$ cat config.mk
export PLATFORM = sky130hd
export DESIGN_NAME = source_text_tokenizer
export DESIGN_NICKNAME = d
export VERILOG_FILES = /design/src/hw/rtl/stt_pkg.sv /design/src/hw/rtl/source_text_tokenizer.sv /design/src/hw/rtl/stt_lex_core.sv /design/src/hw/rtl/stt_tok_fifo.sv
export SDC_FILE = /design/constraint.sdc
export NUM_CORES = 1
export LEC_CHECK = 0
export BUFFER_PORTS_ARGS = -buffer_cell sky130_fd_sc_hd__clkbuf_2
export CAP_MARGIN = 20
export CELL_PAD_IN_SITES_DETAIL_PLACEMENT = 1
export CELL_PAD_IN_SITES_GLOBAL_PLACEMENT = 2
export CORE_MARGIN = 1.5
export CORE_UTILIZATION = 36
export DETAILED_ROUTE_END_ITERATION = 16
export PLACE_DENSITY = 0.71
export SETUP_SLACK_MARGIN = 0.1
export SYNTH_ARGS = -nofsm -noshare
export SYNTH_HDL_FRONTEND = slang
export SYNTH_HIERARCHICAL = 1
export SYNTH_SLANG_ARGS = --single-unit
export TNS_END_PERCENT = 10
$ cat constraint.sdc
create_clock -name clk -period 13.2 [get_ports clk]
set_input_delay 1.32 -clock clk [delete_from_list [all_inputs] [get_ports clk]]
set_output_delay 1.32 -clock clk [all_outputs]
set_load 0.005 [all_outputs]
$ cat src/hw/rtl/stt_pkg.sv
`default_nettype none
// ----------------------------------------------------------------------------
// stt_pkg: shared types, constants and helper functions for the tokenizer
// Holds the source and token word layouts, the lexer modes, the token kind
// codes and the character class / lookup functions used by the lexer core.
// ----------------------------------------------------------------------------
package stt_pkg;

    // position and length widths
    localparam int POS_BITS  = 16;
    localparam int LEN_BITS  = 12;
    localparam int KIND_BITS = 5;

    localparam logic [POS_BITS-1:0] POS_MAX = '1;
    localparam logic [LEN_BITS-1:0] LEN_MAX = '1;

    // special bytes
    localparam logic [7:0] CH_NEWLINE    = 8'h0A;
    localparam logic [7:0] CH_UNDERSCORE = 8'h5F;
    localparam logic [7:0] CH_QUOTE      = 8'h22;
    localparam logic [7:0] CH_BACKSLASH  = 8'h5C;
    localparam logic [7:0] COMMENT_RESET = 8'h23;

    // source word kinds
    localparam logic ITEM_BYTE = 1'b0;
    localparam logic ITEM_END  = 1'b1;

    // token kind codes
    localparam logic [KIND_BITS-1:0] TK_END        = 5'd0;
    localparam logic [KIND_BITS-1:0] TK_WORD       = 5'd1;
    localparam logic [KIND_BITS-1:0] TK_PUNCT_BASE = 5'd2;
    localparam logic [KIND_BITS-1:0] TK_KW_BASE    = 5'd18;
    localparam logic [KIND_BITS-1:0] TK_NUMBER     = 5'd23;
    localparam logic [KIND_BITS-1:0] TK_STRING     = 5'd24;
    localparam logic [KIND_BITS-1:0] TK_UNCLOSED   = 5'd25;
    localparam logic [KIND_BITS-1:0] TK_UNKNOWN    = 5'd26;

    // keywords
    localparam int KW_ID_BITS  = 3;
    localparam int KW_POS_BITS = 3;
    localparam logic [KW_ID_BITS-1:0] KW_LET    = 3'd0;
    localparam logic [KW_ID_BITS-1:0] KW_PROC   = 3'd1;
    localparam logic [KW_ID_BITS-1:0] KW_IF     = 3'd2;
    localparam logic [KW_ID_BITS-1:0] KW_WHILE  = 3'd3;
    localparam logic [KW_ID_BITS-1:0] KW_RETURN = 3'd4;

    typedef enum logic [2:0] {
        MODE_IDLE,
        MODE_COMMENT,
        MODE_WORD,
        MODE_NUMBER,
        MODE_STRING
    } lex_mode_t;

    typedef struct packed {
        logic       kind;
        logic [7:0] text_byte;
    } src_item_t;

    typedef struct packed {
        logic [KIND_BITS-1:0] token_kind;
        logic [POS_BITS-1:0]  start_row;
        logic [POS_BITS-1:0]  start_col;
        logic [LEN_BITS-1:0]  token_length;
        logic                 last_of_run;
    } tok_item_t;

    // results of one source word, first one in order first
    typedef struct packed {
        logic [1:0] cnt;
        tok_item_t  first;
        tok_item_t  second;
    } tok_pair_t;

    typedef struct packed {
        logic       hit;
        logic [3:0] idx;
    } punct_sel_t;

    typedef struct packed {
        logic                  hit;
        logic [KW_ID_BITS-1:0] id;
    } kw_sel_t;

    function automatic logic [POS_BITS-1:0] sat_pos(input logic [POS_BITS-1:0] v);
        return (v == POS_MAX) ? v : v + POS_BITS'(1);
    endfunction

    function automatic logic [LEN_BITS-1:0] sat_len(input logic [LEN_BITS-1:0] v);
        return (v == LEN_MAX) ? v : v + LEN_BITS'(1);
    endfunction

    function automatic logic is_space(input logic [7:0] b);
        return (b == 8'h20) || ((b >= 8'h09) && (b <= 8'h0D));
    endfunction

    function automatic logic is_alpha(input logic [7:0] b);
        return ((b >= 8'h41) && (b <= 8'h5A)) || ((b >= 8'h61) && (b <= 8'h7A));
    endfunction

    function automatic logic is_digit(input logic [7:0] b);
        return (b >= 8'h30) && (b <= 8'h39);
    endfunction

    function automatic tok_item_t make_tok(input logic [KIND_BITS-1:0] kind,
                                           input logic [POS_BITS-1:0]  row,
                                           input logic [POS_BITS-1:0]  col,
                                           input logic [LEN_BITS-1:0]  len);
        tok_item_t t;
        t.token_kind   = kind;
        t.start_row    = row;
        t.start_col    = col;
        t.token_length = len;
        t.last_of_run  = 1'b0;
        return t;
    endfunction

    // one-character punctuators in kind order
    function automatic punct_sel_t punct_lookup(input logic [7:0] b);
        punct_sel_t s;
        s.hit = 1'b1;
        case (b)
            "(":     s.idx = 4'd0;
            ")":     s.idx = 4'd1;
            "{":     s.idx = 4'd2;
            "}":     s.idx = 4'd3;
            "[":     s.idx = 4'd4;
            "]":     s.idx = 4'd5;
            ";":     s.idx = 4'd6;
            ":":     s.idx = 4'd7;
            "^":     s.idx = 4'd8;
            "=":     s.idx = 4'd9;
            "+":     s.idx = 4'd10;
            "-":     s.idx = 4'd11;
            "*":     s.idx = 4'd12;
            "/":     s.idx = 4'd13;
            ",":     s.idx = 4'd14;
            "<":     s.idx = 4'd15;
            default:
            begin
                s.hit = 1'b0;
                s.idx = 4'd0;
            end
        endcase
        return s;
    endfunction

    // keyword whose first letter is b
    function automatic kw_sel_t kw_first(input logic [7:0] b);
        kw_sel_t s;
        s.hit = 1'b1;
        case (b)
            "l":     s.id = KW_LET;
            "p":     s.id = KW_PROC;
            "i":     s.id = KW_IF;
            "w":     s.id = KW_WHILE;
            "r":     s.id = KW_RETURN;
            default:
            begin
                s.hit = 1'b0;
                s.id  = KW_LET;
            end
        endcase
        return s;
    endfunction

    function automatic logic [KW_POS_BITS-1:0] kw_len(input logic [KW_ID_BITS-1:0] id);
        case (id)
            KW_LET:    return 3'd3;
            KW_PROC:   return 3'd4;
            KW_IF:     return 3'd2;
            KW_WHILE:  return 3'd5;
            KW_RETURN: return 3'd6;
            default:   return 3'd0;
        endcase
    endfunction

    function automatic logic [7:0] kw_char(input logic [KW_ID_BITS-1:0]  id,
                                           input logic [KW_POS_BITS-1:0] pos);
        logic [47:0] txt;
        case (id)
            KW_LET:    txt = {"let",    24'h0};
            KW_PROC:   txt = {"proc",   16'h0};
            KW_IF:     txt = {"if",     32'h0};
            KW_WHILE:  txt = {"while",  8'h0};
            KW_RETURN: txt = "return";
            default:   txt = 48'h0;
        endcase
        case (pos)
            3'd0:    return txt[47:40];
            3'd1:    return txt[39:32];
            3'd2:    return txt[31:24];
            3'd3:    return txt[23:16];
            3'd4:    return txt[15:8];
            3'd5:    return txt[7:0];
            default: return 8'h00;
        endcase
    endfunction

endpackage
`default_nettype wire

$ cat src/hw/rtl/source_text_tokenizer.sv
`default_nettype none
// ----------------------------------------------------------------------------
// source_text_tokenizer: streaming lexer for source text
// Source words (one byte or an end-of-text mark) enter on the src channel;
// token words leave on the tok channel. The comment byte is written on the
// cfg channel.
//
// Usage:
//   src channel: src_valid / src_stall / src_word. One byte per cycle is
//   taken into an input register while src_stall is low. A byte is lexed
//   once the four-entry queue has room, and its tokens are written there.
//   tok channel: tok_valid / tok_stall / tok_word. The queue offers one
//   token word per cycle while tok_stall is low; a token is registered in
//   the queue when its byte is lexed and is offered from there on the port.
//   Throughput is one byte per cycle while src_stall is low. Two tokens of
//   one byte leave in turn on the single token port; src_stall rises while
//   the queue has fewer than two free entries and a byte is waiting to be
//   lexed. When tok_stall is high, the queue fills and then src_stall holds.
//   cfg channel: cfg_valid / cfg_ready / cfg_data, always ready; write only
//   while no bytes are in flight.
//   Reset: empties the queue, sets the lexer idle at line 1, column 1 and
//   the comment byte to '#'.
// ----------------------------------------------------------------------------
module source_text_tokenizer (
    input  wire logic               clk,
    input  wire logic               rst_n,
    input  wire logic               src_valid,
    output logic                    src_stall,
    input  wire stt_pkg::src_item_t src_word,
    output logic                    tok_valid,
    input  wire logic               tok_stall,
    output stt_pkg::tok_item_t      tok_word,
    input  wire logic               cfg_valid,
    output logic                    cfg_ready,
    input  wire logic [7:0]         cfg_data
);
    import stt_pkg::*;

    logic       src_vld_reg, src_vld_next;
    src_item_t  src_item_reg;
    logic       src_accept;
    logic       step;
    logic       room;
    logic       pop;
    tok_pair_t  pair;

    // input register handshake
    assign step       = src_vld_reg && room;
    assign src_stall  = src_vld_reg && !room;
    assign src_accept = src_valid && !src_stall;
    assign src_vld_next = src_accept ? 1'b1 : (step ? 1'b0 : src_vld_reg);

    assign cfg_ready = 1'b1;
    assign pop       = tok_valid && !tok_stall;

    always_ff @(posedge clk or negedge rst_n)
    begin
        if (!rst_n)
        begin
            src_vld_reg <= 1'b0;
        end
        else
        begin
            src_vld_reg <= src_vld_next;
        end
    end

    // source word payload
    always_ff @(posedge clk)
    begin
        if (src_accept)
        begin
            src_item_reg <= src_word;
        end
    end

    // lexer core
    stt_lex_core u_core (
        .clk      (clk),
        .rst_n    (rst_n),
        .step     (step),
        .item     (src_item_reg),
        .cfg_we   (cfg_valid && cfg_ready),
        .cfg_data (cfg_data),
        .pair     (pair)
    );

    // token queue
    stt_tok_fifo u_fifo (
        .clk       (clk),
        .rst_n     (rst_n),
        .push      (step),
        .pair      (pair),
        .pop       (pop),
        .head      (tok_word),
        .not_empty (tok_valid),
        .room_two  (room)
    );

    // end of text always yields at least the end token
    assert property (@(posedge clk) disable iff (!rst_n)
        (step && (src_item_reg.kind == ITEM_END)) |-> (pair.cnt != 2'd0))
        else $error("end of text produced no token");

    // at most two tokens per byte
    assert property (@(posedge clk) disable iff (!rst_n)
        step |-> (pair.cnt != 2'd3))
        else $error("lexer produced more than two tokens");

    // with two tokens only the second closes the run
    assert property (@(posedge clk) disable iff (!rst_n)
        (step && (pair.cnt == 2'd2)) |->
            (!pair.first.last_of_run && pair.second.last_of_run))
        else $error("last_of_run misplaced on token pair");

    // queue only drains through a taken token
    assert property (@(posedge clk) disable iff (!rst_n)
        $fell(tok_valid) |-> $past(tok_valid && !tok_stall))
        else $error("token queue emptied without a pop");

endmodule
`default_nettype wire

$ cat src/hw/rtl/stt_lex_core.sv
`default_nettype none
// ----------------------------------------------------------------------------
// stt_lex_core: lexer state and single-pass token decision
// Holds the lexer mode, keyword progress, position counters and the comment
// byte register; works out up to two tokens for one source word per step cycle.
// ----------------------------------------------------------------------------
module stt_lex_core (
    input  wire logic             clk,
    input  wire logic             rst_n,
    input  wire logic             step,
    input  wire stt_pkg::src_item_t item,
    input  wire logic             cfg_we,
    input  wire logic [7:0]       cfg_data,
    output stt_pkg::tok_pair_t    pair
);
    import stt_pkg::*;

    lex_mode_t                mode_reg, mode_next;
    logic [KW_ID_BITS-1:0]    kw_id_reg, kw_id_next;
    logic [KW_POS_BITS-1:0]   kw_pos_reg, kw_pos_next;
    logic                     esc_reg, esc_next;
    logic [POS_BITS-1:0]      line_reg, line_next;
    logic [POS_BITS-1:0]      col_reg, col_next;
    logic [POS_BITS-1:0]      tok_row_reg, tok_row_next;
    logic [POS_BITS-1:0]      tok_col_reg, tok_col_next;
    logic [LEN_BITS-1:0]      len_reg, len_next;
    logic [7:0]               comment_char_reg;

    logic [7:0]               b;
    logic [POS_BITS-1:0]      row_cur;
    logic [POS_BITS-1:0]      col_cur;
    logic [LEN_BITS-1:0]      len_inc;
    punct_sel_t               punct;
    kw_sel_t                  kw_sel;
    logic                     kw_match;

    // token start outcome
    lex_mode_t                bt_mode;
    logic [KW_ID_BITS-1:0]    bt_kw_id;
    logic [KW_POS_BITS-1:0]   bt_kw_pos;
    logic [LEN_BITS-1:0]      bt_len;
    logic                     bt_emit;
    logic [KIND_BITS-1:0]     bt_kind;

    logic                     use_bt;
    logic                     e1_vld, e2_vld;
    tok_item_t                e1, e2;

    assign b       = item.text_byte;
    assign row_cur = sat_pos(line_reg);
    assign col_cur = sat_pos(col_reg);
    assign len_inc = sat_len(len_reg);
    assign punct   = punct_lookup(b);
    assign kw_sel  = kw_first(b);
    assign kw_match = (kw_pos_reg != '0) && (kw_pos_reg < kw_len(kw_id_reg))
                      && (kw_char(kw_id_reg, kw_pos_reg) == b);

    // classify a byte that starts a token
    always_comb
    begin
        bt_mode   = MODE_IDLE;
        bt_kw_id  = KW_LET;
        bt_kw_pos = '0;
        bt_len    = '0;
        bt_emit   = 1'b0;
        bt_kind   = TK_UNKNOWN;
        if (is_space(b))
        begin
            bt_mode = MODE_IDLE;
        end
        else if (b == comment_char_reg)
        begin
            bt_mode = MODE_COMMENT;
        end
        else if (punct.hit)
        begin
            bt_emit = 1'b1;
            bt_kind = TK_PUNCT_BASE + {1'b0, punct.idx};
        end
        else if (b == CH_QUOTE)
        begin
            bt_mode = MODE_STRING;
        end
        else if (is_alpha(b) || (b == CH_UNDERSCORE))
        begin
            bt_mode = MODE_WORD;
            bt_len  = LEN_BITS'(1);
            if (kw_sel.hit)
            begin
                bt_kw_id  = kw_sel.id;
                bt_kw_pos = KW_POS_BITS'(1);
            end
        end
        else if (is_digit(b))
        begin
            bt_mode = MODE_NUMBER;
            bt_len  = LEN_BITS'(1);
        end
        else
        begin
            bt_emit = 1'b1;
            bt_kind = TK_UNKNOWN;
        end
    end

    // next state and emitted tokens
    always_comb
    begin
        mode_next    = mode_reg;
        kw_id_next   = kw_id_reg;
        kw_pos_next  = kw_pos_reg;
        esc_next     = esc_reg;
        line_next    = line_reg;
        col_next     = col_reg;
        tok_row_next = tok_row_reg;
        tok_col_next = tok_col_reg;
        len_next     = len_reg;
        use_bt       = 1'b0;
        e1_vld       = 1'b0;
        e1           = make_tok(TK_WORD, tok_row_reg, tok_col_reg, len_reg);
        e2_vld       = 1'b0;
        e2           = make_tok(bt_kind, row_cur, col_cur, LEN_BITS'(1));

        if (item.kind == ITEM_END)
        begin
            // close a pending token, then the end token
            case (mode_reg)
                MODE_WORD:
                begin
                    e1_vld = 1'b1;
                    e1.token_kind = TK_WORD;
                end
                MODE_NUMBER:
                begin
                    e1_vld = 1'b1;
                    e1.token_kind = TK_NUMBER;
                end
                MODE_STRING:
                begin
                    e1_vld = 1'b1;
                    e1.token_kind = TK_UNCLOSED;
                end
                default:
                begin
                    e1_vld = 1'b0;
                end
            endcase
            e2_vld      = 1'b1;
            e2          = make_tok(TK_END, row_cur, col_cur, '0);
            mode_next   = MODE_IDLE;
            kw_pos_next = '0;
            esc_next    = 1'b0;
            line_next   = '0;
            col_next    = '0;
            len_next    = '0;
        end
        else
        begin
            case (mode_reg)
                MODE_COMMENT:
                begin
                    if (b == CH_NEWLINE)
                    begin
                        mode_next = MODE_IDLE;
                    end
                end
                MODE_STRING:
                begin
                    if (b == CH_NEWLINE)
                    begin
                        e1_vld = 1'b1;
                        e1.token_kind = TK_UNCLOSED;
                        mode_next = MODE_IDLE;
                    end
                    else if (!esc_reg && (b == CH_QUOTE))
                    begin
                        e1_vld = 1'b1;
                        e1.token_kind = TK_STRING;
                        mode_next = MODE_IDLE;
                    end
                    else
                    begin
                        len_next = len_inc;
                        esc_next = !esc_reg && (b == CH_BACKSLASH);
                    end
                end
                MODE_WORD:
                begin
                    if (kw_match)
                    begin
                        len_next = len_inc;
                        if (kw_pos_reg + KW_POS_BITS'(1) == kw_len(kw_id_reg))
                        begin
                            e1_vld = 1'b1;
                            e1 = make_tok(TK_KW_BASE + {2'b00, kw_id_reg},
                                          tok_row_reg, tok_col_reg, len_inc);
                            mode_next   = MODE_IDLE;
                            kw_pos_next = '0;
                        end
                        else
                        begin
                            kw_pos_next = kw_pos_reg + KW_POS_BITS'(1);
                        end
                    end
                    else
                    begin
                        kw_pos_next = '0;
                        if (is_alpha(b) || is_digit(b) || (b == CH_UNDERSCORE))
                        begin
                            len_next = len_inc;
                        end
                        else
                        begin
                            e1_vld = 1'b1;
                            e1.token_kind = TK_WORD;
                            use_bt = 1'b1;
                        end
                    end
                end
                MODE_NUMBER:
                begin
                    if (is_alpha(b) || is_digit(b))
                    begin
                        len_next = len_inc;
                    end
                    else
                    begin
                        e1_vld = 1'b1;
                        e1.token_kind = TK_NUMBER;
                        use_bt = 1'b1;
                    end
                end
                default:
                begin
                    use_bt = 1'b1;
                end
            endcase

            // start a new token at this byte
            if (use_bt)
            begin
                tok_row_next = row_cur;
                tok_col_next = col_cur;
                mode_next    = bt_mode;
                kw_id_next   = bt_kw_id;
                kw_pos_next  = bt_kw_pos;
                len_next     = bt_len;
                esc_next     = 1'b0;
                e2_vld       = bt_emit;
            end

            // position of the next byte
            if (b == CH_NEWLINE)
            begin
                line_next = sat_pos(line_reg);
                col_next  = '0;
            end
            else
            begin
                col_next = sat_pos(col_reg);
            end
        end
    end

    // pack emitted tokens in order, mark the last one
    always_comb
    begin
        pair.first  = e1_vld ? e1 : e2;
        pair.second = e2;
        pair.cnt    = {1'b0, e1_vld} + {1'b0, e2_vld};
        if (e1_vld && e2_vld)
        begin
            pair.first.last_of_run  = 1'b0;
            pair.second.last_of_run = 1'b1;
        end
        else
        begin
            pair.first.last_of_run  = 1'b1;
            pair.second.last_of_run = 1'b0;
        end
    end

    // lexer state registers
    always_ff @(posedge clk or negedge rst_n)
    begin
        if (!rst_n)
        begin
            mode_reg    <= MODE_IDLE;
            kw_id_reg   <= KW_LET;
            kw_pos_reg  <= '0;
            esc_reg     <= 1'b0;
            line_reg    <= '0;
            col_reg     <= '0;
            tok_row_reg <= '0;
            tok_col_reg <= '0;
            len_reg     <= '0;
        end
        else if (step)
        begin
            mode_reg    <= mode_next;
            kw_id_reg   <= kw_id_next;
            kw_pos_reg  <= kw_pos_next;
            esc_reg     <= esc_next;
            line_reg    <= line_next;
            col_reg     <= col_next;
            tok_row_reg <= tok_row_next;
            tok_col_reg <= tok_col_next;
            len_reg     <= len_next;
        end
    end

    // comment byte register
    always_ff @(posedge clk or negedge rst_n)
    begin
        if (!rst_n)
        begin
            comment_char_reg <= COMMENT_RESET;
        end
        else if (cfg_we)
        begin
            comment_char_reg <= cfg_data;
        end
    end

endmodule
`default_nettype wire

$ cat src/hw/rtl/stt_tok_fifo.sv
`default_nettype none
// ----------------------------------------------------------------------------
// stt_tok_fifo: four-entry token queue
// Takes up to two token words per cycle from the lexer core and hands out
// one per cycle on the token channel while it is popped.
// ----------------------------------------------------------------------------
module stt_tok_fifo (
    input  wire logic               clk,
    input  wire logic               rst_n,
    input  wire logic               push,
    input  wire stt_pkg::tok_pair_t pair,
    input  wire logic               pop,
    output stt_pkg::tok_item_t      head,
    output logic                    not_empty,
    output logic                    room_two
);
    import stt_pkg::*;

    localparam int DEPTH    = 4;
    localparam int PTR_BITS = $clog2(DEPTH);
    localparam int CNT_BITS = PTR_BITS + 1;

    tok_item_t              mem_reg [DEPTH];
    logic [PTR_BITS-1:0]    wr_ptr_reg, wr_ptr_next;
    logic [PTR_BITS-1:0]    rd_ptr_reg, rd_ptr_next;
    logic [CNT_BITS-1:0]    count_reg, count_next;
    logic [CNT_BITS-1:0]    push_n;
    logic [PTR_BITS-1:0]    wr_ptr_plus;

    assign push_n      = push ? CNT_BITS'(pair.cnt) : '0;
    assign wr_ptr_plus = wr_ptr_reg + PTR_BITS'(1);
    assign wr_ptr_next = wr_ptr_reg + push_n[PTR_BITS-1:0];
    assign rd_ptr_next = rd_ptr_reg + PTR_BITS'(pop);
    assign count_next  = count_reg + push_n - CNT_BITS'(pop);

    assign head      = mem_reg[rd_ptr_reg];
    assign not_empty = (count_reg != '0);
    assign room_two  = (count_reg <= CNT_BITS'(DEPTH - 2));

    // entry storage
    always_ff @(posedge clk)
    begin
        if (push_n != '0)
        begin
            mem_reg[wr_ptr_reg] <= pair.first;
        end
        if (push_n == CNT_BITS'(2))
        begin
            mem_reg[wr_ptr_plus] <= pair.second;
        end
    end

    // pointers and fill count
    always_ff @(posedge clk or negedge rst_n)
    begin
        if (!rst_n)
        begin
            wr_ptr_reg <= '0;
            rd_ptr_reg <= '0;
            count_reg  <= '0;
        end
        else
        begin
            wr_ptr_reg <= wr_ptr_next;
            rd_ptr_reg <= rd_ptr_next;
            count_reg  <= count_next;
        end
    end

endmodule
`default_nettype wire

==> metrics.md, run 1 <==
| Metric | Value |
|---|---|
| Vias | `about 11k` |
| Gr usage total | `a little under a fifth` |
| Sum of buffers and inverters on the critical path | `4` |
| Pwr Density | `roughly 190 nW/um^2` |
| Max reg flops | `200` |
| Most common cell after layout, fill and taps aside | `mux2_2` |
| Routed wire length | `44460 um` |
| Clock Path Buffers | `3` |
| Nets | `~1.4k` |
| RSZ-0062 raised after global routing | `no` |
| DR WL/cell | `between 20 and 25 um` |
| Crit path DAT | `6.16 ns` |
| M1 GR Usage | `24.34%` |
| Top Family by Delay on Critical Path | `simple AND/OR/NAND/NOR gates` |
| Fraction of registers with async set or reset after synthesis | `32.80%` |
| Slew at the pin closest to its max-slew limit | `1.117 ns` |
| FP Rows | `80` |
| Leading cell types in the layout, fill and taps excluded | `264 x mux2_2, 209 x edfxtp_1, 97 x dfrtp_1, 72 x clkbuf_2, 70 x nand2_1` |
| Initial Util | `about 36%` |
| Critical Path Fanout Max | `32` |
| Clock Pin Slew Worst Setup and Hold Paths | `approximately 0.060 ns` |
| Register area share after synthesis | `between 50% and 60%` |
| Yosys reg bits | `311` |
| Primary FF master, synth | `edfxtp_1` |
| Minimum clock period | `5.877 ns` |
| GP Congestion | `between 0.8 and 0.9` |
| P_leak | `7.428 nW` |
| Area delta synth->final | `11.46%` |
| First-pass detailed-route iteration total | `5` |
| Final worst-path cycle share | `around 45%` |
| Hold buffers post-CTS | `0` |
| Max incr delay on CP | `0.66 ns` |
| Headroom to the max-slew limit | `around 25%` |
| Worst Hold Class | `flip-flop to flip-flop` |
| Top Usage Layer GRT | `met2` |
| Max Slew Vio Count | `0` |
| Die height | `222.8 um` |
| CTS tree | `built` |
| Max-capacitance violation count | `0` |
| Setup TNS | `0 ns` |
| First-pass GRT wire length | `70550 um` |
| ANT nets after route | `0` |
| Vias in the first global route | `roughly 12k` |
| Post-synth EDFFs | `209` |
| Antenna diodes | `0` |
| Fillcell total | `between 4k and 5k` |
| Netlist cell types | `86` |
| Crit-path cells | `inv_1, ha_1, inv_1, nor3_1, or4_1, a221oi_2, nand4_2, and2_1, a211oi_4, inv_2, ha_1, nand3b_1, nor2_4, buf_4, mux2_2` |
| Total placed cells including tap cells | `a little under 2k` |
| Die width | `roughly 220 um` |
| CP Capture Type | `flip-flop` |
| Root Buffer | `clkbuf_16` |
| Syn_area_per_cell | `between 10 and 15 um^2` |
| Area of the core | `47750 um^2` |
| Crit path max-delay cell type | `dfrtp_1` |
| # IOs | `75` |
| Num Clock Sinks | `approximately 310` |
| Share of layout cells above drive strength 1 | `about a third` |
| Residual DRC | `0` |
| Post_cts resized | `0` |
| Mapped Cells | `~1.3k` |
| Final Hold Viols | `0` |
| Fin cells | `slightly above 2k` |
| Inserted Clock Buffers | `37` |
| Status | `finished, final reports clean` |
| Initial antenna violation count | `0` |
| Pwr Total | `between 3 and 4 mW` |
| Grt total ovfl | `0` |
| Met2 usage | `roughly 31%` |
| Crit path kind | `flip-flop to flip-flop` |
| Final setup fails | `0` |
| Worst-Skew Late Latency | `approximately 0.56 ns` |
| Hold_ws | `0.4685 ns` |
| Critical Path Start Type | `flip-flop` |
| Number of I/O port buffers | `73` |
| Met3 global-route usage | `under 10%` |
| Initial DRC count | `about 670` |
| Max Freq | `about 170 MHz` |
| Die ar. | `approximately 50000 um^2` |
| Req. time, crit path | `around 13 ns` |
| H-tree depth | `2` |
| Placed wire-length estimate | `about 27000 um` |
| Synthesis Warnings | `6` |
| Skew final | `between 0.03 and 0.04 ns` |
| Vias per inst | `5.521` |
| Cell Area, Synth | `approximately 17000 um^2` |
| Pin count of the biggest net entering global routing | `61` |
| Worst ir drop on vdd | `roughly 0.10 mV` |
| Post-CTS setup repair buffer count | `0` |
-- power by group --
| part | switching [mW] | leakage, nW | internal (mW) | total [mW] |
|---|---|---|---|---|
| clock network | 0.415 | 0.577 | 0.589 | 1.00 |
| logic | 0.720 | 3.55 | 0.543 | 1.26 |
| registers | 0.115 | 3.30 | 1.28 | 1.39 |
-- through the flow --
step / setup slack [ns] / cell area (um^2) / util (%)
2_1_floorplan: 7.355 / 17440 / -
3_3_place_gp: 7.511 / 18170 / 38.06
3_5_place_dp: 7.313 / 18170 / 38.06
4_1_cts: 7.281 / 19360 / 40.56
5_1_grt: 6.965 / 19390 / 40.61
6_report: 7.323 / 19390 / 40.61
-- cells in the mapped netlist (5+ instances only) --
master	number	area [um^2]
a211oi_1	9	67.56
xnor2_1	32	280.3
nand3_1	20	100.1
nand4_1	15	93.84
ha_1	17	212.7
a21o_1	5	37.54
nor3_1	18	90.09
o22ai_1	5	31.28
nand2b_1	14	87.58
inv_1	28	105.1
nor2_1	63	236.5
buf_6	15	168.9
a22o_1	29	254.0
nor2b_1	11	68.82
edfxtp_1	209	6276
dfrtp_1	99	2477
and2_1	10	62.56
and3_1	16	100.1
o31ai_1	5	37.54
o21ai_0	40	200.2
xor2_1	13	113.9
nor3b_1	5	37.54
mux2_2	264	2973
nand2_1	70	262.8
a31oi_1	11	68.82
mux4_2	50	1126
buf_4	18	135.1
mux2_1	15	168.9
or3_1	10	62.56
clkbuf_1	31	116.4
buf_2	30	150.1
a21oi_1	51	255.2
or2_2	6	37.54
-- logic make-up (layout without fill, tap and decap cells) --
group,after synthesis,in the layout,synth area share [%]
other,2,12,0.04317
adders and majority gates,18,18,1.338
xor gates and xnor gates,45,45,2.265
buffers and inverters,128,190,4.020
AOI/OAI and AO/OA,199,199,7.746
and+or+nand+nor,297,297,9.119
muxes,332,332,24.70
DFF,311,311,50.77
-- area by class of cell --
| cell class | count | area [um^2] | area share (%) |
|---|---|---|---|
| clock buffers | 57 | 1082 | 5.581 |
| clock inverters | 11 | 108.9 | 0.5614 |
| inverters | 29 | 108.9 | 0.5614 |
| multi-input cells | 903 | 7954 | 41.02 |
| flip-flops and latches | 311 | 8837 | 45.57 |
| well taps | 615 | 769.5 | 3.968 |
| repair buffers | 93 | 530.5 | 2.736 |
-- per-layer routing --
layer	vias to the layer above	routed length, um
met1	5738	20360
met4	0	972
li1	5172	-
met3	65	1375
met5	-	0
met2	172	21760
-- path summary, 6_finish.rpt --
kind | startpoint | to | slack [ns] | depth (start not counted)
setup reg to reg | u_core/kw_pos_reg[2] | u_fifo/mem_reg[3][1] | 7.32 | 15
max in group asynchronous | rst_n | u_core/tok_row_reg[15] | 11.13 | 2
hold / removal | u_fifo/rd_ptr_reg[1] | u_fifo/rd_ptr_reg[1] | 0.47 | 1
min in group asynchronous | rst_n | src_vld_reg | 0.87 | 1
setup / recovery | u_core/kw_pos_reg[2] | u_fifo/mem_reg[3][1] | 7.32 | 15
hold reg to reg | u_fifo/rd_ptr_reg[1] | u_fifo/rd_ptr_reg[1] | 0.47 | 1
Note: power is estimated with default switching activity, not from simulation.
==> run 2: changes to the inputs <==
==> constraint.sdc (replaced) <==
create_clock -name clk -period 5.45 [get_ports clk]
set_input_delay 0.545 -clock clk [delete_from_list [all_inputs] [get_ports clk]]
set_output_delay 0.545 -clock clk [all_outputs]
set_load 0.005 [all_outputs]
==> run 2 against run 1 <==
Net effect:
- first-iteration DRC count down 4.3%
- worst hold slack worse by 0.33 ns
- highest routed layer unchanged
- cell count grew 0.64%
- sequential power is 150% higher
- setup slack worse by 6.9 ns
==> metrics.md, run 2 (synthesis gave the netlist of run 1 again) <==
| Metric | Value |
|---|---|
| Final setup fails | `0 (unchanged)` |
| Slew at the pin closest to its max-slew limit | `1.057 ns (was 1.117 ns)` |
| Area delta synth->final | `11.39% (was 11.46%)` |
| Minimum clock period | `5.009 ns (was 5.877 ns)` |
| Crit path DAT | `5.30 ns (was 6.16 ns)` |
| Top Family by Delay on Critical Path | `simple AND/OR/NAND/NOR gates (unchanged)` |
| Max-capacitance violation count | `0 (unchanged)` |
| Inserted Clock Buffers | `36 (was 37)` |
| Num Clock Sinks | `311 (unchanged)` |
| Most common cell after layout, fill and taps aside | `mux2_2 (unchanged)` |
| CTS tree | `built (unchanged)` |
| Max Slew Vio Count | `0 (unchanged)` |
| Most used cell, CP | `ha_1` |
| Gr usage total | `18.28% (was 18.25%)` |
| Fin cells | `2032 (was 2019)` |
| Clock Pin Slew Worst Setup and Hold Paths | `0.06 ns (about the same)` |
| Critical Path Fanout Max | `50 (was 32)` |
| Initial antenna violation count | `0 (unchanged)` |
| CP Capture Type | `flip-flop (unchanged)` |
| H-tree depth | `2 (unchanged)` |
| Vias in the first global route | `11.95k (was 11.98k)` |
| Status | `finished, final reports clean (unchanged)` |
| GP Congestion | `0.8192 (was 0.8164)` |
| Utilization after layout | `40.59% (was 40.61%)` |
| ANT nets after route | `0 (unchanged)` |
| Number of I/O port buffers | `73 (unchanged)` |
| Crit-path cells | `ha_1, ha_1, inv_1, nor3_1, or4_1, a221oi_2, nand4_2, and2_1, a211oi_4, inv_2, ha_1, nand3b_1, or3_2, buf_4, mux2_1 (was inv_1, ha_1, inv_1, nor3_1, or4_1, a221oi_2, nand4_2, and2_1, a211oi_4, inv_2, ha_1, nand3b_1, nor2_4, buf_4, mux2_2)` |
| Antenna diodes | `0 (unchanged)` |
| Crit path max-delay cell type | `or4_1 (was dfrtp_1)` |
| Place WS | `0.2739 ns (was 7.313 ns)` |
| Grt total ovfl | `0 (unchanged)` |
| Root Buffer | `clkbuf_16 (unchanged)` |
| Worst Hold Class | `primary input to async pin (was flip-flop to flip-flop)` |
| Final Worst Setup Slack | `0.4409 ns (was 7.323 ns)` |
| Max Freq | `199.6 MHz (was 170.1 MHz)` |
| Leading cell types in the layout, fill and taps excluded | `264 x mux2_2, 209 x edfxtp_1, 95 x dfrtp_1, 72 x clkbuf_2, 70 x nand2_1 (was 264 x mux2_2, 209 x edfxtp_1, 97 x dfrtp_1, 72 x clkbuf_2, 70 x nand2_1)` |
| Initial DRC count | `638 (was 667)` |
| Hold_ws | `0.1346 ns (was 0.4685 ns)` |
| Max incr delay on CP | `0.55 ns (was 0.66 ns)` |
| Skew final | `0.01893 ns (was 0.03093 ns)` |
| DR WL/cell | `22.02 um (about the same)` |
| Residual DRC | `0 (unchanged)` |
| Die height | `222.8 um (unchanged)` |
| RSZ-0062 raised after global routing | `no (unchanged)` |
| Crit path kind | `flip-flop to flip-flop (unchanged)` |
| Placed wire-length estimate | `28390 um (was 27470 um)` |
| Nets | `1430 (was 1415)` |
| Die width | `222.8 um (unchanged)` |
| Area of the core | `47750 um^2 (unchanged)` |
| First-pass detailed-route iteration total | `5 (unchanged)` |
| P_leak | `7.437 nW (was 7.428 nW)` |
| Share of layout cells above drive strength 1 | `35.99% (was 35.33%)` |
| Vias | `11.18k (was 11.15k)` |
| Pin count of the biggest net entering global routing | `65 (was 61)` |
| Final Hold Viols | `0 (unchanged)` |
| Sum of buffers and inverters on the critical path | `3 (was 4)` |
| Routed wire length | `44740 um (was 44460 um)` |
| Die ar. | `49660 um^2 (unchanged)` |
| Worst ir drop on vdd | `0.2225 mV (was 0.1010 mV)` |
| Initial Util | `36.44% (unchanged)` |
| Post-Layout Inst Area | `19380 um^2 (was 19390 um^2)` |
| FP Rows | `80 (unchanged)` |
| Worst-Skew Late Latency | `0.55 ns (was 0.56 ns)` |
| Final worst-path cycle share | `91.91% (was 44.53%)` |
| Clock Path Buffers | `3 (unchanged)` |
| DP Area | `18310 um^2 (was 18170 um^2)` |
| Total placed cells including tap cells | `1967 (was 1949)` |
| Max reg flops | `200 (unchanged)` |
| Critical Path Start Type | `flip-flop (unchanged)` |
| Pwr Density | `449.1 nW/um^2 (was 188.8 nW/um^2)` |
| Headroom to the max-slew limit | `29.31% (was 25.24%)` |
| First-pass GRT wire length | `70420 um (was 70550 um)` |
| # IOs | `75 (unchanged)` |
| Req. time, crit path | `5.74 ns (was 13.48 ns)` |
| Vias per inst | `5.500 (was 5.521)` |
run 2: cell count changes in the layout (fill, tap and decap cells not counted), sizes merged:
cell / previous run / this run
clkbuf: 129 / 121
clkinv: 7 / 12
bufinv: 1 / 0
buf: 21 / 37
clkinvlp: 2 / 3
run 2: through the flow:
| stage | power [mW] | TNS [ns] |
|---|---|---|
| detailed placement | 6.561 | 0 |
| global placement | 6.486 | 0 |
| CTS | 8.863 | 0 |
| floorplan | 5.423 | -39.45 |
| global route | 9.204 | 0 |
| finish | 8.703 | 0 |
run 2: worst paths after layout:
path,from,endpoint,slack [ns],cells after the start
worst max-delay path,u_core/kw_pos_reg[1],u_fifo/mem_reg[1][6],0.44,15
worst min-delay path,rst_n,src_vld_reg,0.13,1
worst max register to register,u_core/kw_pos_reg[1],u_fifo/mem_reg[1][6],0.44,15
worst min register to register,u_core/tok_col_reg[8],u_core/tok_col_reg[8],0.49,1
max in group asynchronous,rst_n,u_core/kw_pos_reg[2],4.16,2
min in group clk,src_word[3],src_item_reg[3],0.18,1
run 2: report_power, final:
part           switching [mW]  internal (mW)
registers               0.327           3.09
logic                    1.70           1.33
clock network           0.993           1.26
total                    3.02           5.68
run 2: final cells by class:
class                   count  area, um^2
fillers                  4988       28370
flip-flops and latches    311        8840
multi-input cells         903        7954
clock buffers              49       969.7
well taps                 615       769.5
repair buffers            109       638.1
inverters                  29       108.9
clock inverters            16       100.1
run 2: timing repair:
| action | in CTS | in global routing |
|---|---|---|
| buffers inserted | 0 | 0 |
| resized for setup | 0 | 2 |
| hold buffers | 0 | 0 |
| setup endpoints to repair | 0 | 50 |
run 2: layer usage:
layer / track usage (%) / vias up / wire length [um]
met5: 0 / - / 0
met4: 4.323 / 0 / 832
met3: 2.711 / 60 / 1199
met2: 31.28 / 143 / 21770
met1: 24.38 / 5787 / 20940
li1: - / 5187 / -
==> run 3: changes to the inputs <==
--- a/config.mk
+++ b/config.mk
@@ -9,6 +9,7 @@
 export CAP_MARGIN = 20
 export CELL_PAD_IN_SITES_DETAIL_PLACEMENT = 1
 export CELL_PAD_IN_SITES_GLOBAL_PLACEMENT = 2
+export CORE_ASPECT_RATIO = 0.5
 export CORE_MARGIN = 1.5
 export CORE_UTILIZATION = 36
 export DETAILED_ROUTE_END_ITERATION = 16
==> run 3 against run 2 <==
Net effect:
- clock power is 2% lower
- die area grew 0.16%
- sequential share of layout area fell by 0.085 points
- setup slack worse by 0.071 ns
- utilization increased by 0.46 points
- highest routed layer unchanged
- register-to-register slack worse by 0.07 ns
- non-clock buffer count grew 1
==> metrics.md, run 3 (synthesis gave the netlist of run 1 again) <==
| Metric | Value |
|---|---|
| Status | `finished, final reports clean (unchanged)` |
| Hold buffers post-CTS | `0 (unchanged)` |
| Most common cell after layout, fill and taps aside | `mux2_2 (unchanged)` |
| ANT nets after route | `0 (unchanged)` |
| Req. time, crit path | `5.78 ns (was 5.74 ns)` |
| Number of cells on the critical path | `15 (unchanged)` |
| Pin count of the biggest net entering global routing | `64 (was 65)` |
| First-pass detailed-route iteration total | `5 (unchanged)` |
| Metal3 WL | `1457 um (was 1199 um)` |
| CP Capture Type | `flip-flop (unchanged)` |
| Initial antenna violation count | `0 (unchanged)` |
| Top Family by Delay on Critical Path | `simple AND/OR/NAND/NOR gates (unchanged)` |
| Critical Path Start Type | `flip-flop (unchanged)` |
| Multi-input logic area | `7954 um^2 (unchanged)` |
| Final worst-path cycle share | `93.22% (was 91.91%)` |
| Metal-1 WL | `21270 um (was 20940 um)` |
| RR Startpoint | `u_core/kw_pos_reg[2] (was u_core/kw_pos_reg[1])` |
| DP Area | `18370 um^2 (was 18310 um^2)` |
| Share of layout cells above drive strength 1 | `35.86% (was 35.99%)` |
| Initial Util | `36.79% (was 36.44%)` |
| Die ar. | `49740 um^2 (was 49660 um^2)` |
| FP Rows | `56 (was 80)` |
| Max incr delay on CP | `0.65 ns (was 0.55 ns)` |
| Utilization after layout | `41.05% (was 40.59%)` |
| Max reg flops | `200 (unchanged)` |
| P_leak | `7.445 nW (was 7.437 nW)` |
| Sum of buffers and inverters on the critical path | `4 (was 3)` |
| Worst Hold Class | `primary input to async pin (unchanged)` |
| Residual DRC | `0 (unchanged)` |
| Leading cell types in the layout, fill and taps excluded | `264 x mux2_2, 209 x edfxtp_1, 97 x dfrtp_1, 72 x clkbuf_2, 70 x nand2_1 (was 264 x mux2_2, 209 x edfxtp_1, 95 x dfrtp_1, 72 x clkbuf_2, 70 x nand2_1)` |
| Vias in the first global route | `12.06k (was 11.95k)` |
| Vias per inst | `5.484 (was 5.500)` |
| Number of I/O port buffers | `73 (unchanged)` |
| Pwr Density | `445.4 nW/um^2 (was 449.1 nW/um^2)` |
| Fillcell total | `4942 (was 4988)` |
| Clock Path Buffers | `3 (unchanged)` |
| Met2 WL | `21670 um (was 21770 um)` |
| Max Freq | `196.8 MHz (was 199.6 MHz)` |
| H-tree depth | `1 (was 2)` |
| Setup crit start | `u_core/kw_pos_reg[2] (was u_core/kw_pos_reg[1])` |
| Max Slew Vio Count | `0 (unchanged)` |
| Post-Layout Inst Area | `19420 um^2 (was 19380 um^2)` |
| Max-capacitance violation count | `0 (unchanged)` |
| Worst ir drop on vdd | `0.2534 mV (was 0.2225 mV)` |
| Headroom to the max-slew limit | `32.49% (was 29.31%)` |
| RSZ-0062 raised after global routing | `yes (was no)` |
| Slew at the pin closest to its max-slew limit | `1.013 ns (was 1.057 ns)` |
| DR WL/cell | `21.96 um (was 22.02 um)` |
| Root Buffer | `clkbuf_16 (unchanged)` |
| First-pass GRT wire length | `70960 um (was 70420 um)` |
| Clock Pin Slew Worst Setup and Hold Paths | `0.06 ns (about the same)` |
| # IOs | `75 (unchanged)` |
| Area of the core | `47300 um^2 (was 47750 um^2)` |
| Critical Path Fanout Max | `29 (was 50)` |
| Minimum clock period | `5.080 ns (was 5.009 ns)` |
| Die height | `158.4 um (was 222.8 um)` |
| Initial DRC count | `692 (was 638)` |
| Area delta synth->final | `11.60% (was 11.39%)` |
| Crit path max-delay cell type | `dfrtp_1 (was or4_1)` |
| Nets | `1426 (was 1430)` |
| Final Hold Viols | `0 (unchanged)` |
| Gr usage total | `18.23% (was 18.28%)` |
| Post_cts resized | `0 (unchanged)` |
| Crit path kind | `flip-flop to flip-flop (unchanged)` |
| Worst-Skew Late Latency | `0.59 ns (was 0.55 ns)` |
| Crit path DAT | `5.41 ns (was 5.30 ns)` |
| CTS tree | `built (unchanged)` |
| Top Layer Used | `met4 (unchanged)` |
| Vias | `11.24k (was 11.18k)` |
| Die width | `313.9 um (was 222.8 um)` |
| Grt total ovfl | `0 (unchanged)` |
| GP Congestion | `0.8206 (was 0.8192)` |
| Skew final | `0.01560 ns (was 0.01893 ns)` |
| Antenna diodes | `0 (unchanged)` |
| R2R depth | `15 (unchanged)` |
| Inserted Clock Buffers | `31 (was 36)` |
| Num Clock Sinks | `311 (unchanged)` |
| Placed wire-length estimate | `28780 um (was 28390 um)` |
| Routed wire length | `44990 um (was 44740 um)` |
| Crit-path cells | `inv_1, ha_1, inv_1, nor3_1, or4_1, a221oi_2, nand4_2, and2_1, a211oi_4, inv_2, ha_1, nand3b_1, or3_2, buf_4, mux2_1 (was ha_1, ha_1, inv_1, nor3_1, or4_1, a221oi_2, nand4_2, and2_1, a211oi_4, inv_2, ha_1, nand3b_1, or3_2, buf_4, mux2_1)` |
| Register Area | `8840 um^2 (unchanged)` |
| Final setup fails | `0 (unchanged)` |
-- run 3: cell types whose count changed in the layout (fill, tap and decap cells not counted), sizes merged --
cell	change
buf	+1
bufinv	+3
clkbuf	-5
clkinv	-2
clkinvlp	-3
-- run 3: path summary, 6_finish.rpt --
| path | to | slack [ns] |
|---|---|---|
| max in group asynchronous | u_core/tok_row_reg[3] | 4.14 |
| setup reg to reg | u_fifo/mem_reg[1][7] | 0.37 |
| hold reg to reg | u_core/tok_col_reg[14] | 0.49 |
| min in group clk | src_item_reg[8] | 0.13 |
| hold / removal | u_core/tok_row_reg[13] | 0.08 |
| setup / recovery | u_fifo/mem_reg[1][7] | 0.37 |
-- run 3: metal layers --
layer / track usage (%) / vias to the layer above
li1: - / 5183
met1: 25.14 / 5851
met2: 31.10 / 168
met3: 2.449 / 35
met4: 3.129 / 0
met5: 0 / -
-- run 3: area by class of cell --
type                    instances  share of cell area, %
multi-input cells             903                  40.97
flip-flops and latches        311                  45.53
inverters                      29                 0.5606
repair buffers                110                  3.647
well taps                     638                  4.111
clock inverters                14                 0.8377
clock buffers                  44                  4.350
-- run 3: power by group --
part / internal [mW] / total, mW / switching, mW / leakage, nW
logic: 1.34 / 2.97 / 1.62 / 3.65
registers: 3.09 / 3.48 / 0.392 / 3.30
clock network: 1.23 / 2.20 / 0.971 / 0.499
total: 5.66 / 8.65 / 2.99 / 7.45
-- run 3: what timing repair did --
| action | CTS | global route |
|---|---|---|
| hold endpoints to repair | 0 | 0 |
| buffers inserted | 0 | 3 |
| endpoints found under the setup margin | 0 | 121 |
-- run 3: metrics by stage --
stage | power, mW | cells | setup slack (ns) | setup TNS (ns) | hold slack, ns
floorplan | 5.423 | 1342 | -0.3945 | -39.45 | 0.2494
global placement | 6.429 | 1986 | 0.5401 | 0 | 0.4697
detailed placement | 6.540 | 1986 | 0.3637 | 0 | 0.4771
CTS | 8.766 | 2044 | 0.3359 | 0 | 0.1140
global route | 9.137 | 2049 | 0.04850 | 0 | 0.1024
finish | 8.647 | 2049 | 0.3696 | 0 | 0.07882
